--- config.mk ---
export PLATFORM = sky130hd
export DESIGN_NAME = block_group_layout_locator_core
export DESIGN_NICKNAME = d
export VERILOG_FILES = /design/src/hdl/bgll_pkg.sv /design/src/hdl/bgll_sb_check.sv /design/src/hdl/block_group_layout_locator_core.sv
export SDC_FILE = /design/constraint.sdc
export NUM_CORES = 2
export LEC_CHECK = 0
export BUFFER_PORTS_ARGS = -buffer_cell sky130_fd_sc_hd__buf_2
export CAP_MARGIN = 0
export CORE_MARGIN = 8
export CORE_UTILIZATION = 59
export CTS_CLUSTER_SIZE = 16
export DETAILED_ROUTE_END_ITERATION = 6
export GPL_TIMING_DRIVEN = 1
export PLACE_DENSITY = 0.83
export SYNTH_ARGS = -nofsm -noshare
export SYNTH_HDL_FRONTEND = slang
export SYNTH_SLANG_ARGS = --single-unit
--- constraint.sdc ---
create_clock -name clk -period 7 [get_ports clk]
set_input_delay 0.35 -clock clk [delete_from_list [all_inputs] [get_ports clk]]
set_output_delay 0.35 -clock clk [all_outputs]
set_load 0.005 [all_outputs]
--- src/hdl/bgll_pkg.sv ---
// Shared types, register codes and power tables for the block group layout locator.
// Used by every module in hdl/; depends on nothing.
`timescale 1ns / 1ps

package bgll_pkg;

    // Configuration port geometry
    localparam int CFG_IDX_W  = 3;
    localparam int CFG_DATA_W = 32;

    // Field widths
    localparam int GROUP_W = 32;
    localparam int LOC_W   = 33;
    localparam int BPG_W   = 20;
    localparam int DPB_W   = 12;
    localparam int FLAGS_W = 4;

    // Feature flag bit positions
    localparam int FLAG_META_BG       = 0;
    localparam int FLAG_SPARSE_SUPER  = 1;
    localparam int FLAG_SPARSE_SUPER2 = 2;
    localparam int FLAG_CLUSTER_ADJ   = 3;

    // Register indexes on the configuration port
    typedef enum logic [CFG_IDX_W-1:0] {
        REG_FIRST_DATA_BLOCK      = 3'd0,
        REG_BLOCKS_PER_GROUP      = 3'd1,
        REG_DESCRIPTORS_PER_BLOCK = 3'd2,
        REG_FIRST_META_BG         = 3'd3,
        REG_BACKUP_GROUP_A        = 3'd4,
        REG_BACKUP_GROUP_B        = 3'd5,
        REG_FEATURE_FLAGS         = 3'd6
    } cfg_reg_t;

    // Register reset values
    localparam logic               RST_FIRST_DATA_BLOCK      = 1'b0;
    localparam logic [BPG_W-1:0]   RST_BLOCKS_PER_GROUP      = 20'd32768;
    localparam logic [DPB_W-1:0]   RST_DESCRIPTORS_PER_BLOCK = 12'd128;
    localparam logic [GROUP_W-1:0] RST_FIRST_META_BG         = 32'd0;
    localparam logic [GROUP_W-1:0] RST_BACKUP_GROUP_A        = 32'd1;
    localparam logic [GROUP_W-1:0] RST_BACKUP_GROUP_B        = 32'd0;
    localparam logic [FLAGS_W-1:0] RST_FEATURE_FLAGS         = 4'd2;

    // Query kinds
    localparam logic CMD_GROUP = 1'b0;
    localparam logic CMD_DESC  = 1'b1;

    // Input and result items
    typedef struct packed {
        logic               cmd;
        logic [GROUP_W-1:0] index;
    } in_item_t;

    typedef struct packed {
        logic [LOC_W-1:0] location;
        logic             has_superblock;
    } out_item_t;

    // Powers of 3, 5 and 7 (exponent one and up) that fit in 32 bits
    localparam int POW3_N = 20;
    localparam int POW5_N = 13;
    localparam int POW7_N = 11;

    localparam logic [GROUP_W-1:0] POW3_TBL [POW3_N] = '{
        32'd3, 32'd9, 32'd27, 32'd81, 32'd243, 32'd729, 32'd2187, 32'd6561,
        32'd19683, 32'd59049, 32'd177147, 32'd531441, 32'd1594323,
        32'd4782969, 32'd14348907, 32'd43046721, 32'd129140163,
        32'd387420489, 32'd1162261467, 32'd3486784401
    };

    localparam logic [GROUP_W-1:0] POW5_TBL [POW5_N] = '{
        32'd5, 32'd25, 32'd125, 32'd625, 32'd3125, 32'd15625, 32'd78125,
        32'd390625, 32'd1953125, 32'd9765625, 32'd48828125, 32'd244140625,
        32'd1220703125
    };

    localparam logic [GROUP_W-1:0] POW7_TBL [POW7_N] = '{
        32'd7, 32'd49, 32'd343, 32'd2401, 32'd16807, 32'd117649, 32'd823543,
        32'd5764801, 32'd40353607, 32'd282475249, 32'd1977326743
    };

endpackage

--- src/hdl/bgll_sb_check.sv ---
// Superblock copy test for one group number: backup rules and power tables.
// Depends on bgll_pkg.
`timescale 1ns / 1ps

module bgll_sb_check (
    input  logic [bgll_pkg::GROUP_W-1:0] group,
    input  logic [bgll_pkg::FLAGS_W-1:0] flags,
    input  logic [bgll_pkg::GROUP_W-1:0] backup_a,
    input  logic [bgll_pkg::GROUP_W-1:0] backup_b,
    output logic                         has_super
);

    logic pow_hit;

    // Match against every tabulated power in parallel
    always_comb
    begin
        pow_hit = 1'b0;
        for (int i = 0; i < bgll_pkg::POW3_N; i++)
        begin
            if (group == bgll_pkg::POW3_TBL[i])
                pow_hit = 1'b1;
        end
        for (int i = 0; i < bgll_pkg::POW5_N; i++)
        begin
            if (group == bgll_pkg::POW5_TBL[i])
                pow_hit = 1'b1;
        end
        for (int i = 0; i < bgll_pkg::POW7_N; i++)
        begin
            if (group == bgll_pkg::POW7_TBL[i])
                pow_hit = 1'b1;
        end
    end

    // Group zero always, sparse_super2 by backup list, every group without sparse_super, else group one and odd powers
    always_comb
    begin
        if (group == '0)
            has_super = 1'b1;
        else if (flags[bgll_pkg::FLAG_SPARSE_SUPER2])
            has_super = (group == backup_a) || (group == backup_b);
        else if (group == bgll_pkg::GROUP_W'(1) || !flags[bgll_pkg::FLAG_SPARSE_SUPER])
            has_super = 1'b1;
        else
            has_super = group[0] && pow_hit;
    end

endmodule

--- src/hdl/block_group_layout_locator_core.sv ---
// Top level of the block group layout locator: config registers and 4-stage pipeline.
// Depends on bgll_pkg and bgll_sb_check.
`timescale 1ns / 1ps

// Answers one layout query per item: the start block of a group and whether it
// carries a superblock copy, or the location of a group descriptor block under
// the flat or meta_bg rule. One item is accepted every clock cycle while
// in_stall is low; each item passes through the stages in order
// (descriptor-to-group multiply, group times blocks-per-group multiply with
// the superblock test, start block add, final location add into the output
// register). Every stage holds its item under out_stall and a bubble in any
// stage is filled, so in_stall rises only when all four stages are full and
// the output is stalled. Configuration registers are written through
// cfg_we/cfg_index/cfg_data and must only change while no item is in flight.

module block_group_layout_locator_core (
    input  logic                            clk,
    input  logic                            rst_n,
    input  logic                            in_valid,
    output logic                            in_stall,
    input  bgll_pkg::in_item_t              in_item,
    output logic                            out_valid,
    input  logic                            out_stall,
    output bgll_pkg::out_item_t             out_item,
    input  logic                            cfg_we,
    input  logic [bgll_pkg::CFG_IDX_W-1:0]  cfg_index,
    input  logic [bgll_pkg::CFG_DATA_W-1:0] cfg_data
);

    localparam int GW   = bgll_pkg::GROUP_W;
    localparam int M1_W = bgll_pkg::DPB_W + GW;
    localparam int M2_W = bgll_pkg::BPG_W + GW;

    // Configuration registers
    logic                          fdb_reg;
    logic [bgll_pkg::BPG_W-1:0]    bpg_reg;
    logic [bgll_pkg::DPB_W-1:0]    dpb_reg;
    logic [GW-1:0]                 fmb_reg;
    logic [GW-1:0]                 backup_a_reg;
    logic [GW-1:0]                 backup_b_reg;
    logic [bgll_pkg::FLAGS_W-1:0]  flags_reg;

    // Stage valids and advance enables
    logic s1_valid_reg, s2_valid_reg, s3_valid_reg, s4_valid_reg;
    logic s1_ready, s2_ready, s3_ready, s4_ready;

    // Stage 1: group number and query kind
    logic          s1_flat_next;
    logic [M1_W-1:0] s1_mul;
    logic [GW-1:0] s1_group_next;
    logic          s1_flat_reg;
    logic          s1_meta_reg;
    logic [GW-1:0] s1_group_reg;

    // Stage 2: product, superblock bit, group-zero mark
    logic [M2_W-1:0] s2_mul;
    logic          s2_sb_calc;
    logic [GW-1:0] s2_prod_next;
    logic          s2_gzero_next;
    logic [GW-1:0] s2_prod_reg;
    logic          s2_sb_reg;
    logic          s2_gzero_reg;
    logic          s2_flat_reg;
    logic          s2_meta_reg;
    logic [GW-1:0] s2_group_reg;

    // Stage 3: truncated start block and addend
    logic [GW-1:0] s3_start_next;
    logic [GW-1:0] s3_addend_next;
    logic          s3_inc_next;
    logic [GW-1:0] s3_start_reg;
    logic [GW-1:0] s3_addend_reg;
    logic          s3_inc_reg;
    logic          s3_sb_reg;

    // Stage 4: output register
    logic [bgll_pkg::LOC_W-1:0] s4_loc_next;
    logic [bgll_pkg::LOC_W-1:0] s4_loc_reg;
    logic                       s4_sb_reg;

    // Write configuration registers
    always_ff @(posedge clk or negedge rst_n)
    begin
        if (!rst_n)
        begin
            fdb_reg      <= bgll_pkg::RST_FIRST_DATA_BLOCK;
            bpg_reg      <= bgll_pkg::RST_BLOCKS_PER_GROUP;
            dpb_reg      <= bgll_pkg::RST_DESCRIPTORS_PER_BLOCK;
            fmb_reg      <= bgll_pkg::RST_FIRST_META_BG;
            backup_a_reg <= bgll_pkg::RST_BACKUP_GROUP_A;
            backup_b_reg <= bgll_pkg::RST_BACKUP_GROUP_B;
            flags_reg    <= bgll_pkg::RST_FEATURE_FLAGS;
        end
        else if (cfg_we)
        begin
            case (bgll_pkg::cfg_reg_t'(cfg_index))
                bgll_pkg::REG_FIRST_DATA_BLOCK:      fdb_reg      <= cfg_data[0];
                bgll_pkg::REG_BLOCKS_PER_GROUP:
                    bpg_reg <= cfg_data[bgll_pkg::BPG_W-1:0];
                bgll_pkg::REG_DESCRIPTORS_PER_BLOCK:
                    dpb_reg <= cfg_data[bgll_pkg::DPB_W-1:0];
                bgll_pkg::REG_FIRST_META_BG:         fmb_reg      <= cfg_data[GW-1:0];
                bgll_pkg::REG_BACKUP_GROUP_A:        backup_a_reg <= cfg_data[GW-1:0];
                bgll_pkg::REG_BACKUP_GROUP_B:        backup_b_reg <= cfg_data[GW-1:0];
                bgll_pkg::REG_FEATURE_FLAGS:
                    flags_reg <= cfg_data[bgll_pkg::FLAGS_W-1:0];
                default: ;
            endcase
        end
    end

    // Advance a stage when it is empty or the next one advances
    assign s4_ready = !s4_valid_reg || !out_stall;
    assign s3_ready = !s3_valid_reg || s4_ready;
    assign s2_ready = !s2_valid_reg || s3_ready;
    assign s1_ready = !s1_valid_reg || s2_ready;
    assign in_stall = !s1_ready;

    always_ff @(posedge clk or negedge rst_n)
    begin
        if (!rst_n)
        begin
            s1_valid_reg <= 1'b0;
            s2_valid_reg <= 1'b0;
            s3_valid_reg <= 1'b0;
            s4_valid_reg <= 1'b0;
        end
        else
        begin
            if (s1_ready)
                s1_valid_reg <= in_valid;
            if (s2_ready)
                s2_valid_reg <= s1_valid_reg;
            if (s3_ready)
                s3_valid_reg <= s2_valid_reg;
            if (s4_ready)
                s4_valid_reg <= s3_valid_reg;
        end
    end

    // Stage 1: pick flat rule, map descriptor block to its group
    always_comb
    begin
        s1_flat_next = (in_item.cmd == bgll_pkg::CMD_DESC) &&
                       (!flags_reg[bgll_pkg::FLAG_META_BG] || in_item.index < fmb_reg);
        s1_mul       = M1_W'(dpb_reg) * M1_W'(in_item.index);
        if (in_item.cmd == bgll_pkg::CMD_DESC && !s1_flat_next)
            s1_group_next = s1_mul[GW-1:0];
        else
            s1_group_next = in_item.index;
    end

    always_ff @(posedge clk)
    begin
        if (s1_ready)
        begin
            s1_flat_reg  <= s1_flat_next;
            s1_meta_reg  <= (in_item.cmd == bgll_pkg::CMD_DESC) && !s1_flat_next;
            s1_group_reg <= s1_group_next;
        end
    end

    // Stage 2: group times blocks per group, superblock test
    bgll_sb_check u_sb_check (
        .group     (s1_group_reg),
        .flags     (flags_reg),
        .backup_a  (backup_a_reg),
        .backup_b  (backup_b_reg),
        .has_super (s2_sb_calc)
    );

    always_comb
    begin
        s2_mul = M2_W'(bpg_reg) * M2_W'(s1_group_reg);
        if (s1_flat_reg)
        begin
            // Flat rule works from group zero
            s2_prod_next  = '0;
            s2_gzero_next = 1'b1;
        end
        else
        begin
            s2_prod_next  = s2_mul[GW-1:0];
            s2_gzero_next = (s1_group_reg == '0);
        end
    end

    always_ff @(posedge clk)
    begin
        if (s2_ready)
        begin
            s2_prod_reg  <= s2_prod_next;
            s2_sb_reg    <= s1_flat_reg ? 1'b1 : s2_sb_calc;
            s2_gzero_reg <= s2_gzero_next;
            s2_flat_reg  <= s1_flat_reg;
            s2_meta_reg  <= s1_meta_reg;
            s2_group_reg <= s1_group_reg;
        end
    end

    // Stage 3: start block modulo 2^32, cluster adjust on group zero
    always_comb
    begin
        s3_start_next  = s2_prod_reg + GW'(fdb_reg) +
                         GW'(s2_gzero_reg && flags_reg[bgll_pkg::FLAG_CLUSTER_ADJ]);
        s3_addend_next = s2_flat_reg ? s2_group_reg : '0;
        s3_inc_next    = s2_flat_reg || (s2_meta_reg && s2_sb_reg);
    end

    always_ff @(posedge clk)
    begin
        if (s3_ready)
        begin
            s3_start_reg  <= s3_start_next;
            s3_addend_reg <= s3_addend_next;
            s3_inc_reg    <= s3_inc_next;
            s3_sb_reg     <= s2_sb_reg;
        end
    end

    // Stage 4: full-width location add
    assign s4_loc_next = bgll_pkg::LOC_W'(s3_start_reg) + bgll_pkg::LOC_W'(s3_addend_reg) +
                         bgll_pkg::LOC_W'(s3_inc_reg);

    always_ff @(posedge clk)
    begin
        if (s4_ready)
        begin
            s4_loc_reg <= s4_loc_next;
            s4_sb_reg  <= s3_sb_reg;
        end
    end

    assign out_valid               = s4_valid_reg;
    assign out_item.location       = s4_loc_reg;
    assign out_item.has_superblock = s4_sb_reg;

endmodule

==> results.ini <==
[grt]
grt_antenna_before_repair=4
gr-total-overflow=0
track_usage_pct=27.4
grt_pass1_wl_um=162000
grt_max_degree=75
grt_pass1_vias=30500

[routing]
viasPerCell=5.84
dr.pass1.iters=7
drt-total-wl_um=99900
routedWlPerCell_um=20.6
ant_nets=0
drc=0
initialDrtViolationCount=2359
vias=28300

[timing]
clock_skew_ns=0.0312
setup_violations=0
tns_ns=0
rsz0062_at_grt=false
slew_headroom_pct=19.2
post-route-period-util_pct=97.2
slew_violations=0
worst_pin_slew_ns=1.21
hold_viol=0
fin_crit_ns=6.81
clock.fmax_ghz=0.147

[setup_path]
ff2ff_path_depth=23
r2r_slack_ns=0.19
r2r_end=s2_prod_reg[30]
cpMaxStageDelayCell=edfxtp_1
cpMostUsedCell=fa_1
reg2reg_from=s1_group_reg[12]
crit_fanout=12
path_buf_inv=5
crit_type=register to register
cpPeakStageDelay_ns=0.58
crit_arrival_ns=7.07
crit_required_ns=7.26
start_kind=register
path_cells=buf_4 -> nand2_1 -> fa_1 -> inv_1 -> fa_1 -> inv_1 -> fa_1 -> fa_1 -> fa_1 -> inv_1 -> fa_1 -> fa_1 -> ha_1 -> a21o_1 -> a21oi_1 -> o2111ai_1 -> o211ai_1 -> o2bb2a_1 -> o311ai_0 -> buf_4 -> o31ai_1 -> xor2_1 -> nor2_1
critical-path-top-delay-family=adder cells
end_kind=register

[logic_synthesis]
synth_area_mm2=0.0388
ys.flop_type=edfxtp_1
synth.avg_cell_area_um2=10.0
synth_top_area_share_pct=30.7
ys_seq_elements=339
yosys.area.top_type=fa_1
yosys_warnings=0
seq_area_frac_synth_pct=24.5
synth.area.top_cells=fa_1 31%, edfxtp_1 16%, dfrtp_1 8.6%, ha_1 6.2%, inv_1 5.9%
ys_types=78
async_flop_share_pct=40.4
syn_nets=4730
synthCells=3869
synth-edff-count=202

[placement]
hpwl_um=77500
portBuffers=108
post-place-cells=4757
gp_congestion=1.01
dpl_cell_area_mm2=0.0406

[worst_hold_path]
worstHoldStart=in_valid
min_to=s1_valid_reg
worstHoldPathType=input port to register
min_path_cells=2

[floorplan]
die-width_um=272
floorplan.die_area_mm2=0.0742
die_y_um=272
core.rowCount=94
initial_core_util_pct=59.3
ioPinCount=109
core_mm2=0.0654

[finish]
final_cell_count_no_fill=4847
multi_input_area_mm2=0.0262
regArea_mm2=0.00951
fillers=4924
drive_gt1_share_pct=12.6
area_delta_synth_final_pct=8.24
layout.nets=4809
fin_area_mm2=0.0420
largest_reg_flops=33

[cts]
clock_path_buffers=3
clkTransAtPathRegs_ns=0.07
clkLatencyLatePin_ns=0.55
cts_buffers=37
cts_tree=yes
cts_root_buffer=clkbuf_16
htreeDepth=2
cts.sinks=339

[run_status]
outcome=finished, final reports clean

[flow_run]
cap_violations=0

## stage by stage
step | utilization, % | hold slack, ns | setup slack (ns)
detailed placement | 62.0 | 0.413 | 0.139
CTS | 63.9 | 0.0183 | 0.0827
global placement | 62.0 | 0.404 | 0.242
global route | 64.1 | 0.0213 | 0.00133
finish | 64.2 | 0.0217 | 0.193
floorplan | - | 0.0544 | 0.00369
## layout make-up
class / count / area share, %
Tap cell: 864 / 2.58
Multi-Input combinational cell: 2717 / 62.5
Antenna cell: 6 / 0.0358
Timing Repair Buffer: 243 / 3.81
Inverter: 610 / 5.46
Clock buffer: 50 / 2.52
Clock inverter: 18 / 0.417
Sequential cell: 339 / 22.7
## synthesized netlist by cell type (4+ instances only)
| master | count |
|---|---|
| o211ai_1 | 11 |
| and4_1 | 5 |
| nor3b_1 | 5 |
| nand2b_1 | 17 |
| buf_4 | 4 |
| xor2_1 | 75 |
| a31oi_1 | 10 |
| nor2_1 | 92 |
| nand4b_1 | 11 |
| ha_1 | 193 |
| dfrtp_1 | 133 |
| a211oi_1 | 14 |
| edfxtp_1 | 202 |
| o41ai_1 | 4 |
| inv_1 | 610 |
| nand3b_1 | 5 |
| nor3_1 | 33 |
| o31ai_1 | 4 |
| and2_1 | 290 |
| nor2b_1 | 32 |
| a41oi_1 | 4 |
| xnor2_1 | 153 |
| buf_1 | 15 |
| o21bai_1 | 13 |
| and3_1 | 13 |
| or4_1 | 6 |
| clkbuf_1 | 184 |
| fa_1 | 595 |
| nand4_1 | 44 |
| o21ai_0 | 51 |
| o21a_1 | 14 |
| mux2_2 | 163 |
| a21oi_1 | 74 |
| dfstp_2 | 4 |
| or3_1 | 11 |
| nor4_1 | 27 |
| nor4b_1 | 7 |
| nand3_1 | 46 |
| nand2_1 | 596 |
| a21o_1 | 41 |
## placed cells by master, fill, tap and decap left out, drive strengths merged, types with 33 or more instances in the layout
cell,n
and2,290
clkbuf,50
nand2,597
buf,242
nand4,44
nor3,33
fa,595
ha,193
nand3,46
inv,612
nor2,92
o21ai,53
xnor2,153
xor2,75
mux2,163
a21oi,75
dfrtp,133
edfxtp,202
a21o,41
## repair_timing
item | 4_1_cts | 5_1_grt
hold buffers | 1 | 0
buffers inserted | 0 | 15
hold endpoints to repair | 72 | 0
setup endpoints to repair | 0 | 7
gates resized for setup | 0 | 11
## how the worst max path moves through the flow
stage,startpoint,to,slack [ns],depth (start not counted)
after global placement,bpg_reg[2],s2_prod_reg[30],0.24,25
final,s1_group_reg[12],s2_prod_reg[30],0.19,23
after floorplan,s1_group_reg[12],s2_prod_reg[29],0.004,25
after CTS,bpg_reg[2],s2_prod_reg[24],0.08,24
after global routing,s1_group_reg[12],s2_prod_reg[30],0.001,21
after detailed placement,bpg_reg[2],s2_prod_reg[30],0.14,25
## cells by family (layout without fill, tap and decap cells)
group	after synthesis	in the layout	share of synthesized area (%)
other cells	0	6	0
xor+xnor	228	228	5.15
fa+ha+maj	788	788	37.0
buf+inv	813	921	7.91
flops	339	339	24.5
mux	164	164	4.76
compound gates	283	283	4.89
simple gates	1254	1254	15.8
## routing by layer
metal	GRT usage (%)	share of wire (%)	routed length [µm]	up-vias
met4	11.0	4.5	4530	0
met3	4.65	8.5	8450	325
li1	-	-	-	12400
met5	0	0	0	-
met1	35.0	38	38100	14300
met2	46.5	49	48900	1301
Power is left out: the tool's default activity adds up to more than one toggle a clock period on the data nets, which glitch-free logic cannot reach.
